===== config.mk =====
export PLATFORM = sky130hd
export DESIGN_NAME = i2c_bit_level_master
export DESIGN_NICKNAME = d
export VERILOG_FILES = /design/src/hw/rtl/i2cblm_pkg.sv /design/src/hw/rtl/i2c_bit_level_master.sv
export SDC_FILE = /design/constraint.sdc
export NUM_CORES = 1
export LEC_CHECK = 0
export BUFFER_PORTS_ARGS = -buffer_cell sky130_fd_sc_hd__buf_4
export CAP_MARGIN = 40
export CORE_AREA = 2 2 89 91
export CTS_BUF_LIST = sky130_fd_sc_hd__clkbuf_4 sky130_fd_sc_hd__clkbuf_8
export DETAILED_ROUTE_END_ITERATION = 12
export DIE_AREA = 0 0 91 93
export GPL_ROUTABILITY_DRIVEN = 0
export MAX_ROUTING_LAYER = met4
export PLACE_DENSITY = 0.81
export SETUP_SLACK_MARGIN = 0.02
export SLEW_MARGIN = 5
export SYNTH_ARGS = -nofsm -noshare
export SYNTH_HDL_FRONTEND = slang
export SYNTH_SLANG_ARGS = --single-unit
export TNS_END_PERCENT = 100

===== constraint.sdc =====
create_clock -name clock -period 2.9 [get_ports clock]
set_input_delay 0.145 -clock clock [delete_from_list [all_inputs] [get_ports clock]]
set_output_delay 0.145 -clock clock [all_outputs]
set_load 0.02 [all_outputs]

===== src/hw/rtl/i2cblm_pkg.sv =====
`timescale 1ns / 1ps

package i2cblm_pkg;

   // Phase lengths in microsecond ticks
   localparam int unsigned TICK_W = 3;
   localparam logic [TICK_W-1:0] HIGH_DELAY_TICKS = 3'd2;
   localparam logic [TICK_W-1:0] FULL_DELAY_TICKS = 3'd5;

   localparam int unsigned BIT_W = 4;
   localparam logic [BIT_W-1:0] BITS_PER_BYTE = 4'd8;

   // Request actions
   localparam logic [1:0] ACT_TICK   = 2'd0;
   localparam logic [1:0] ACT_BEGIN  = 2'd1;
   localparam logic [1:0] ACT_SUPPLY = 2'd2;

   // Register file
   localparam int unsigned CSR_ADDR_W = 3;
   localparam logic REG_SPEED_HIGH = 1'b0;

   typedef enum logic [3:0] {
      PH_IDLE, PH_S0, PH_S1, PH_S2, PH_WL, PH_WH, PH_AL, PH_AH, PH_WAIT,
      PH_RL, PH_RH, PH_ML, PH_MH, PH_P0, PH_P1
   } phase_type;

   typedef struct packed {
      logic [1:0] action;
      logic [7:0] data_byte;
      logic       last_byte;
      logic [7:0] read_count;
      logic       sda_sample;
   } req_type;

   typedef struct packed {
      logic       scl_level;
      logic       sda_enable;
      logic       sda_level;
      logic [7:0] rx_byte;
      logic       rx_valid;
      logic       rx_last;
      logic       want_byte;
      logic       busy_res;
      logic       done_res;
      logic       nack_error;
   } rsp_type;

endpackage


===== src/hw/rtl/i2c_bit_level_master.sv =====
`timescale 1ns / 1ps

// I2C master bit sequencer, stepped by request transfers.
// Request channel (req_valid / req_stall / req_data): each transfer is a
// one-microsecond tick carrying the sampled SDA level, a begin with the first
// write byte and the read count, or the next write byte while want_byte is set.
// Every request transfer yields exactly one response transfer on the rsp_
// channel, carrying the pin drive after that step, a completed read byte,
// and the busy, done and NACK status.
// The response is registered at the edge that accepts the request. One request
// is taken every cycle while req_stall is low; the phase machine update is a
// single step of next-state logic between the state and response registers.
// When the response receiver stalls, the response register holds and
// req_stall rises, so no request is taken until the held response leaves.
// Phase length (2 or 5 ticks) comes from the speed_high register at CSR
// byte address 0; write it only while the bus is idle.
// Reset (synchronous) returns the machine to idle with SCL high and SDA driven
// high, clears speed_high and empties the response register.
module i2c_bit_level_master
   import i2cblm_pkg::*;
(
   input  logic                  clock,
   input  logic                  reset,
   input  logic                  req_valid,
   output logic                  req_stall,
   input  req_type               req_data,
   output logic                  rsp_valid,
   input  logic                  rsp_stall,
   output rsp_type               rsp_data,
   input  logic                  csr_psel,
   input  logic                  csr_penable,
   input  logic                  csr_pwrite,
   input  logic [CSR_ADDR_W-1:0] csr_paddr,
   input  logic [31:0]           csr_pwdata,
   output logic [31:0]           csr_prdata,
   output logic                  csr_pready
);

   logic             speed_high_ff;
   phase_type        phase_ff, phase_in;
   logic [TICK_W-1:0] tick_count_ff, tick_count_in;
   logic [BIT_W-1:0] bit_index_ff, bit_index_in;
   logic [7:0]       shift_reg_ff, shift_reg_in;
   logic [7:0]       reads_left_ff, reads_left_in;
   logic             final_write_ff, final_write_in;
   logic             error_flag_ff, error_flag_in;
   logic             byte_pending_ff, byte_pending_in;

   logic             rsp_valid_ff;
   rsp_type          rsp_data_ff, rsp_data_in;

   logic             req_take;
   logic             csr_write;
   logic [TICK_W-1:0] delay;
   logic             rx_event;
   logic [7:0]       rx_byte_event;
   logic             rx_last_event;
   logic             done_event;

   assign csr_pready = 1'b1;
   assign csr_write  = csr_psel && csr_penable && csr_pwrite && csr_pready;
   assign csr_prdata = (csr_paddr[2] == REG_SPEED_HIGH) ? {31'd0, speed_high_ff} : 32'd0;

   assign req_stall = rsp_valid_ff && rsp_stall;
   assign req_take  = req_valid && !req_stall;
   assign rsp_valid = rsp_valid_ff;
   assign rsp_data  = rsp_data_ff;

   assign delay = speed_high_ff ? HIGH_DELAY_TICKS : FULL_DELAY_TICKS;

   // Next state of the phase machine for one request
   always_comb begin
      logic [TICK_W-1:0] tick_inc;
      logic [BIT_W-1:0]  bit_inc;
      logic [7:0]        reads_dec;
      phase_in        = phase_ff;
      tick_count_in   = tick_count_ff;
      bit_index_in    = bit_index_ff;
      shift_reg_in    = shift_reg_ff;
      reads_left_in   = reads_left_ff;
      final_write_in  = final_write_ff;
      error_flag_in   = error_flag_ff;
      byte_pending_in = byte_pending_ff;
      rx_event        = 1'b0;
      rx_byte_event   = 8'd0;
      rx_last_event   = 1'b0;
      done_event      = 1'b0;
      tick_inc        = tick_count_ff + 1'b1;
      bit_inc         = bit_index_ff + 1'b1;
      reads_dec       = (reads_left_ff != 8'd0) ? reads_left_ff - 8'd1 : 8'd0;
      unique case (req_data.action)
         ACT_BEGIN: begin
            if (phase_ff == PH_IDLE) begin
               shift_reg_in    = req_data.data_byte;
               final_write_in  = req_data.last_byte;
               reads_left_in   = req_data.read_count;
               error_flag_in   = 1'b0;
               byte_pending_in = 1'b0;
               bit_index_in    = '0;
               phase_in        = PH_S0;
               tick_count_in   = '0;
            end
         end
         ACT_SUPPLY: begin
            if (phase_ff == PH_WAIT) begin
               shift_reg_in    = req_data.data_byte;
               final_write_in  = req_data.last_byte;
               byte_pending_in = 1'b0;
               bit_index_in    = '0;
               phase_in        = PH_WL;
               tick_count_in   = '0;
            end
         end
         ACT_TICK: begin
            if (phase_ff != PH_IDLE && phase_ff != PH_WAIT) begin
               if (phase_ff == PH_AH && tick_count_ff == '0 && req_data.sda_sample) begin
                  // NACK: drop SCL at once and head for STOP
                  error_flag_in = 1'b1;
                  phase_in      = PH_P0;
                  tick_count_in = '0;
               end else if (tick_inc < delay) begin
                  tick_count_in = tick_inc;
               end else begin
                  tick_count_in = '0;
                  unique case (phase_ff)
                     PH_S0: phase_in = PH_S1;
                     PH_S1: phase_in = PH_S2;
                     PH_S2: begin
                        bit_index_in = '0;
                        phase_in     = PH_WL;
                     end
                     PH_WL: phase_in = PH_WH;
                     PH_WH: begin
                        shift_reg_in = {shift_reg_ff[6:0], 1'b0};
                        bit_index_in = bit_inc;
                        phase_in     = (bit_inc >= BITS_PER_BYTE) ? PH_AL : PH_WL;
                     end
                     PH_AL: phase_in = PH_AH;
                     PH_AH: begin
                        bit_index_in = '0;
                        if (!final_write_ff) begin
                           byte_pending_in = 1'b1;
                           phase_in        = PH_WAIT;
                        end else if (reads_left_ff != 8'd0) begin
                           phase_in = PH_RL;
                        end else begin
                           phase_in = PH_P0;
                        end
                     end
                     PH_RL: phase_in = PH_RH;
                     PH_RH: begin
                        shift_reg_in = {shift_reg_ff[6:0], req_data.sda_sample};
                        bit_index_in = bit_inc;
                        if (bit_inc >= BITS_PER_BYTE) begin
                           rx_event      = 1'b1;
                           rx_byte_event = {shift_reg_ff[6:0], req_data.sda_sample};
                           rx_last_event = (reads_left_ff == 8'd1);
                           phase_in      = PH_ML;
                        end else begin
                           phase_in = PH_RL;
                        end
                     end
                     PH_ML: phase_in = PH_MH;
                     PH_MH: begin
                        reads_left_in = reads_dec;
                        bit_index_in  = '0;
                        phase_in      = (reads_dec != 8'd0) ? PH_RL : PH_P0;
                     end
                     PH_P0: phase_in = PH_P1;
                     PH_P1: begin
                        done_event = 1'b1;
                        phase_in   = PH_IDLE;
                     end
                     default: phase_in = PH_IDLE;
                  endcase
               end
            end
         end
         default: begin
            // no operation: report the current state
         end
      endcase
   end

   // Pin drive and status after the step
   always_comb begin
      rsp_data_in = '0;
      unique case (phase_in)
         PH_S1: begin
            rsp_data_in.scl_level  = 1'b1;
            rsp_data_in.sda_enable = 1'b1;
         end
         PH_S2, PH_P0: begin
            rsp_data_in.sda_enable = 1'b1;
         end
         PH_WL: begin
            rsp_data_in.sda_enable = 1'b1;
            rsp_data_in.sda_level  = shift_reg_in[7];
         end
         PH_WH: begin
            rsp_data_in.scl_level  = 1'b1;
            rsp_data_in.sda_enable = 1'b1;
            rsp_data_in.sda_level  = shift_reg_in[7];
         end
         PH_AL, PH_WAIT, PH_RL: begin
            rsp_data_in.scl_level = 1'b0;
         end
         PH_AH, PH_RH: begin
            rsp_data_in.scl_level = 1'b1;
         end
         PH_ML: begin
            rsp_data_in.sda_enable = 1'b1;
            rsp_data_in.sda_level  = (reads_left_in == 8'd1);
         end
         PH_MH: begin
            rsp_data_in.scl_level  = 1'b1;
            rsp_data_in.sda_enable = 1'b1;
            rsp_data_in.sda_level  = (reads_left_in == 8'd1);
         end
         PH_P1: begin
            rsp_data_in.scl_level  = 1'b1;
            rsp_data_in.sda_enable = 1'b1;
         end
         default: begin
            rsp_data_in.scl_level  = 1'b1;
            rsp_data_in.sda_enable = 1'b1;
            rsp_data_in.sda_level  = 1'b1;
         end
      endcase
      rsp_data_in.rx_byte    = rx_byte_event;
      rsp_data_in.rx_valid   = rx_event;
      rsp_data_in.rx_last    = rx_last_event;
      rsp_data_in.want_byte  = byte_pending_in;
      rsp_data_in.busy_res   = (phase_in != PH_IDLE);
      rsp_data_in.done_res   = done_event;
      rsp_data_in.nack_error = error_flag_in;
   end

   always_ff @(posedge clock) begin
      if (reset) begin
         speed_high_ff   <= 1'b0;
         phase_ff        <= PH_IDLE;
         tick_count_ff   <= '0;
         bit_index_ff    <= '0;
         shift_reg_ff    <= '0;
         reads_left_ff   <= '0;
         final_write_ff  <= 1'b0;
         error_flag_ff   <= 1'b0;
         byte_pending_ff <= 1'b0;
         rsp_valid_ff    <= 1'b0;
      end else begin
         if (csr_write && csr_paddr[2] == REG_SPEED_HIGH) begin
            speed_high_ff <= csr_pwdata[0];
         end
         if (req_take) begin
            phase_ff        <= phase_in;
            tick_count_ff   <= tick_count_in;
            bit_index_ff    <= bit_index_in;
            shift_reg_ff    <= shift_reg_in;
            reads_left_ff   <= reads_left_in;
            final_write_ff  <= final_write_in;
            error_flag_ff   <= error_flag_in;
            byte_pending_ff <= byte_pending_in;
            rsp_valid_ff    <= 1'b1;
         end else if (!rsp_stall) begin
            rsp_valid_ff <= 1'b0;
         end
      end
   end

   always_ff @(posedge clock) begin
      if (req_take) begin
         rsp_data_ff <= rsp_data_in;
      end
   end

   // A write byte is requested exactly while the machine waits for one
   a_pending_wait: assert property (@(posedge clock) disable iff (reset)
      (phase_ff == PH_WAIT) == byte_pending_ff)
      else $error("byte_pending out of step with wait phase");

   // The tick counter never reaches the phase length
   a_tick_bound: assert property (@(posedge clock) disable iff (reset)
      tick_count_ff < delay)
      else $error("tick counter reached phase length");

   // A completed read byte arrives with SCL low and SDA driven for the ACK bit
   a_rx_pins: assert property (@(posedge clock) disable iff (reset)
      rsp_valid_ff && rsp_data_ff.rx_valid |->
         !rsp_data_ff.scl_level && rsp_data_ff.sda_enable && !rsp_data_ff.done_res)
      else $error("read byte reported outside the ACK phase");

   // STOP completion leaves the machine idle
   a_done_idle: assert property (@(posedge clock) disable iff (reset)
      rsp_valid_ff && rsp_data_ff.done_res |-> !rsp_data_ff.busy_res)
      else $error("done reported while still busy");

endmodule

* After elaboration in Yosys (flattened, before gate mapping)
Cells that the tools add are included.
Operators by class: $add $sub $neg 3, order comparisons 2, equality and inequality tests 40, muxes and demuxes 63, bitwise gates (word level) 5, reductions and logical operators 32
Operators by type and width (count):
- $mux W8 | 11
- $eq A4 B4 Y1 const B | 14
- $pmux W4 S12 | 1
- $mux W4 | 10
- $eq A4 B3 Y1 const B | 8
- $pmux W8 S2 | 2
- $mux W3 | 9
- $pmux W4 S3 | 2
- $pmux W8 S3 | 1
- $mux W1 | 19
- $eq A4 B2 Y1 const B | 4
- $eq A8 B1 Y1 const B | 2
- $reduce_and A8 Y1 | 2
- $reduce_bool A8 Y1 | 2
- $ne A2 B2 Y1 const B | 5
- $reduce_or A5 Y1 | 2
- $pmux W3 S3 | 1
- $reduce_or A9 Y1 | 1
- $logic_and A1 B1 Y1 | 8
- $pmux W4 S2 | 1
- $reduce_bool A4 Y1 | 2
- $sub A8 B1 Y8 const B | 1
- $reduce_or A7 Y1 | 1
- $pmux W1 S3 | 2
- 26 further kinds | 34
Word-level totals: bits in registers 49, input port bits 62, output and inout port bits 52, word-level logic and storage cells 166

* Depth between registers and ports, before layout
word-level depth 12, gate-level depth with buffers 12, mapped depth without buffers 11

* Worst setup path after synthesis
Ideal clock, no wire load.
kind register to register, start register tick_count_ff[0], end register rsp_data_ff (netlist bit rsp_data[14]) (data pin), setup time 261 ps, data arrival time 2446 ps, required time 2639 ps, slack 193 ps, stages on the path, launching flop included 13, path buffers 1, period minus slack after synthesis 2707 ps, cells stage by stage dfxtp_1 > inv_1 > ha_1 > ha_1 > nand2_1 > o21a_1 > buf_2 > o21ai_0 > a21boi_1 > a211oi_2 > and3b_1 > a31oi_1 > nand3_1
RTL lines:
- start: declaration | line i2c_bit_level_master.sv:41 | logic [TICK_W-1:0] tick_count_ff, tick_count_in;
- start signal: assignment | line i2c_bit_level_master.sv:257 | tick_count_ff <= tick_count_in;
- end signal: assignment | line i2c_bit_level_master.sv:273 | rsp_data_ff <= rsp_data_in;
- end: declaration | line i2c_bit_level_master.sv:50 | rsp_type rsp_data_ff, rsp_data_in;

==> results.json <==
{
  "status": "complete, no violations",
  "io_buffers": 48,
  "cts_root_buffer": "clkbuf_8",
  "fin_skew_ns": 0.00654,
  "dieArea_sq_um": 8460,
  "cpMaxStageDelayCell": "dfxtp_2",
  "final_area_sq_um": 4260,
  "diodes": 0,
  "ys_ff_latch": 49,
  "r2r_setup_slack_ns": 0.09,
  "die_x_um": 91,
  "clock.fmax_mhz": 355,
  "clockBufferDepth": 2,
  "dp_hpwl_um": 6420,
  "whs_ns": 0.0403,
  "grt_pass1_vias": 3119,
  "synth-edff-count": 17,
  "finalSetupViolCount": 0,
  "synth_ff_type": "dfxtp_1",
  "pwr-share-clk_pct": 25.4,
  "async_flop_share_pct": 0,
  "cp_top_family": "compound AO/OA/AOI/OAI gates",
  "die_h_um": 93,
  "synthDistinctLibCells": 70,
  "num_rows": 32,
  "drt_wl_total_um": 9100,
  "synthTopCellsByCount": "nor2_1 (60), nand2_1 (37), buf_4 (36)",
  "hold_path.class": "input port to flip-flop",
  "drive_above_1_share_pct": 25.8,
  "crit_type": "flip-flop to flip-flop",
  "cts_tree": "yes",
  "wl_per_cell_um": 15.4,
  "ios": 114,
  "grtUsageTotal_pct": 21.1,
  "yosys_warnings": 0,
  "synth_top_cell_by_area": "dfxtp_1",
  "start_util_pct": 47.1,
  "antenna_found_initial": 0,
  "p_leak_nw": 1.68,
  "combPwrFrac_pct": 29.5,
  "grt_max_degree": 37,
  "start_kind": "flip-flop",
  "end_kind": "flip-flop",
  "drc": 0,
  "vias": 3413,
  "hold_viol": 0,
  "areaGrowthSynthToFinish_pct": 20.1,
  "seqPwrFrac_pct": 45.0,
  "ant_nets": 0,
  "p_sw_uw": 604,
  "first_iter_violations": 398,
  "preCtsSetupSlack_ns": -0.0851,
  "synthMostInstantiatedCell": "nor2_1",
  "fp.coreArea_sq_um": 7530,
  "numCtsBuffers": 5,
  "htreeDepth": 2,
  "maxCapViolCount": 0,
  "vdd_drop_max_mv": 0.269,
  "worst_pin_slew_ns": 0.630,
  "dr.pass1.iters": 6,
  "fin_crit_sh_pct": 97.0,
  "grt_pass1_wl_um": 14300,
  "clock-sinks": 49,
  "clk_pin_slew_ns": 0.10,
  "ys_seq_area_share_pct": 32.5,
  "min_period_ns": 2.81,
  "cp_cell_sequence": "ha_4 > xor2_1 > ha_1 > a21oi_2 > o21ai_4 > buf_6 > o31ai_4 > a41oi_2 > mux2_4 > and3b_2 > a31oi_4 > nand3_2",
  "cp_num_buf_inv": 1,
  "vias_per_cell": 5.78,
  "swShare_pct": 35.0,
  "avgSynthCellArea_sq_um": 8.23,
  "worstPathMaxFanout": 8,
  "synth_cells": 431,
  "nets": 561,
  "synth.area.top_cells": "dfxtp_1 (18%), edfxtp_1 (14%), buf_4 (7.6%), nor2_1 (6.3%), ha_1 (4.2%)",
  "drv_slew": 0,
  "slowest_delay_ns": 0.36,
  "layout_setup_ws_ns": 0.0856,
  "synth_area_sq_um": 3550,
  "cp_data_arrival_time_ns": 2.88,
  "clk_latency_ns": 0.31,
  "p_per_area_nw_per_um2": 405,
  "grt-ovfl-total": 0,
  "relSlewSlack_pct": 57.9,
  "stdcell_count": 590,
  "ctsHoldBuffers": 0,
  "dp_cells": 579,
  "required_ns": 2.97,
  "post_dp_cell_area_sq_um": 3970,
  "p_int_mw": 1.12,
  "synth_top_area_share_pct": 18.1
}
power groups by stage:
stage	combinational (mW)	clock, mW	sequential [mW]
after floorplan	0.349	0	0.796
after global placement	0.456	0	0.789
after detailed placement	0.467	0	0.791
after CTS	0.473	0.446	0.776
after global routing	0.549	0.465	0.781
final	0.510	0.439	0.777
state kept, by name, indices dropped and copies added, names as in the netlist:
name,count
rsp_data,17
reads_left_ff,8
shift_reg_ff,8
bit_index_ff,4
phase_ff,4
tick_count_ff,3
byte_pending_ff,1
error_flag_ff,1
final_write_ff,1
rsp_valid,1
speed_high_ff,1
metal layers:
| metal | share of wire [%] | routed length [um] | track usage [%] | vias to the layer above |
|---|---|---|---|---|
| met5 | 0 | 0 | - | - |
| met4 | 3.6 | 330 | 10.5 | 0 |
| li1 | - | - | - | 1608 |
| met1 | 39 | 3590 | 24.7 | 1573 |
| met2 | 49 | 4460 | 35.7 | 198 |
| met3 | 7.9 | 716 | 2.98 | 34 |
layout by cell type (no fill, tap or decap), types with 7 or more instances in the layout:
cell type	netlist	routed
dfxtp_1	32	30
nor3_1	14	14
nand2_1	37	36
a21oi_1	28	27
nor2_1	60	57
ha_1	12	9
conb_1	2	32
edfxtp_1	17	17
a211oi_1	12	11
o21ai_0	14	14
a22oi_1	9	9
and2_1	8	8
inv_1	13	13
buf_4	36	72
nand3_1	8	7
logic make-up (layout without fill, tap and decap cells):
group	count (synthesis)	count (layout)	synth area share, %
compound gates	105	105	20.2
xor+xnor	4	4	0.988
fa+ha+maj	12	12	4.23
buf+inv	68	95	11.5
flops	49	49	32.5
mux	8	8	2.54
other cells	2	32	0.212
simple gates	183	183	27.8
stage by stage:
step	utilization [%]	power (mW)	setup TNS [ns]
after floorplan	-	1.14	0
after global placement	52.8	1.25	0
after detailed placement	52.8	1.26	-0.115
after CTS	54.4	1.69	0
after global routing	56.6	1.80	-0.00824
final	56.6	1.73	0
worst register-to-register path, delay by kind of cell, from the launching register on:
kind                     cells  cell delay (ns)
AO/OA/AOI/OAI                5             0.76
XOR/XNOR                     1             0.15
adder cells (fa/ha/maj)      2             0.51
buffers and inverters        1             0.16
flip-flops                   1             0.36
multiplexers                 1             0.33
AND/OR/NAND/NOR              2             0.31
repair_timing:
item / 4_1_cts / 5_1_grt
gates resized for setup: 7 / 25
hold endpoints to repair: 0 / 0
buffers inserted: 1 / 3
setup endpoints to repair: 3 / 4
cloned: 0 / 0
pin swaps: 4 / 11
layout make-up:
type                            instances  area, sq um
Fill cell                             680         3270
Multi-Input combinational cell        344         2260
Sequential cell                        49         1150
Timing Repair Buffer                   74          572
Tap cell                              102          128
Clock buffer                            5         68.8
Inverter                               13         48.8
Clock inverter                          3         26.3
final timing paths:
path | cells after the start | end | start
max | 12 | rsp_data[14] | tick_count_ff[0]
min | 3 | rsp_valid | req_valid
max reg2reg | 12 | rsp_data[14] | tick_count_ff[0]
min reg2reg | 2 | bit_index_ff[3] | bit_index_ff[3]
Note: power is estimated with default switching activity, not from simulation.
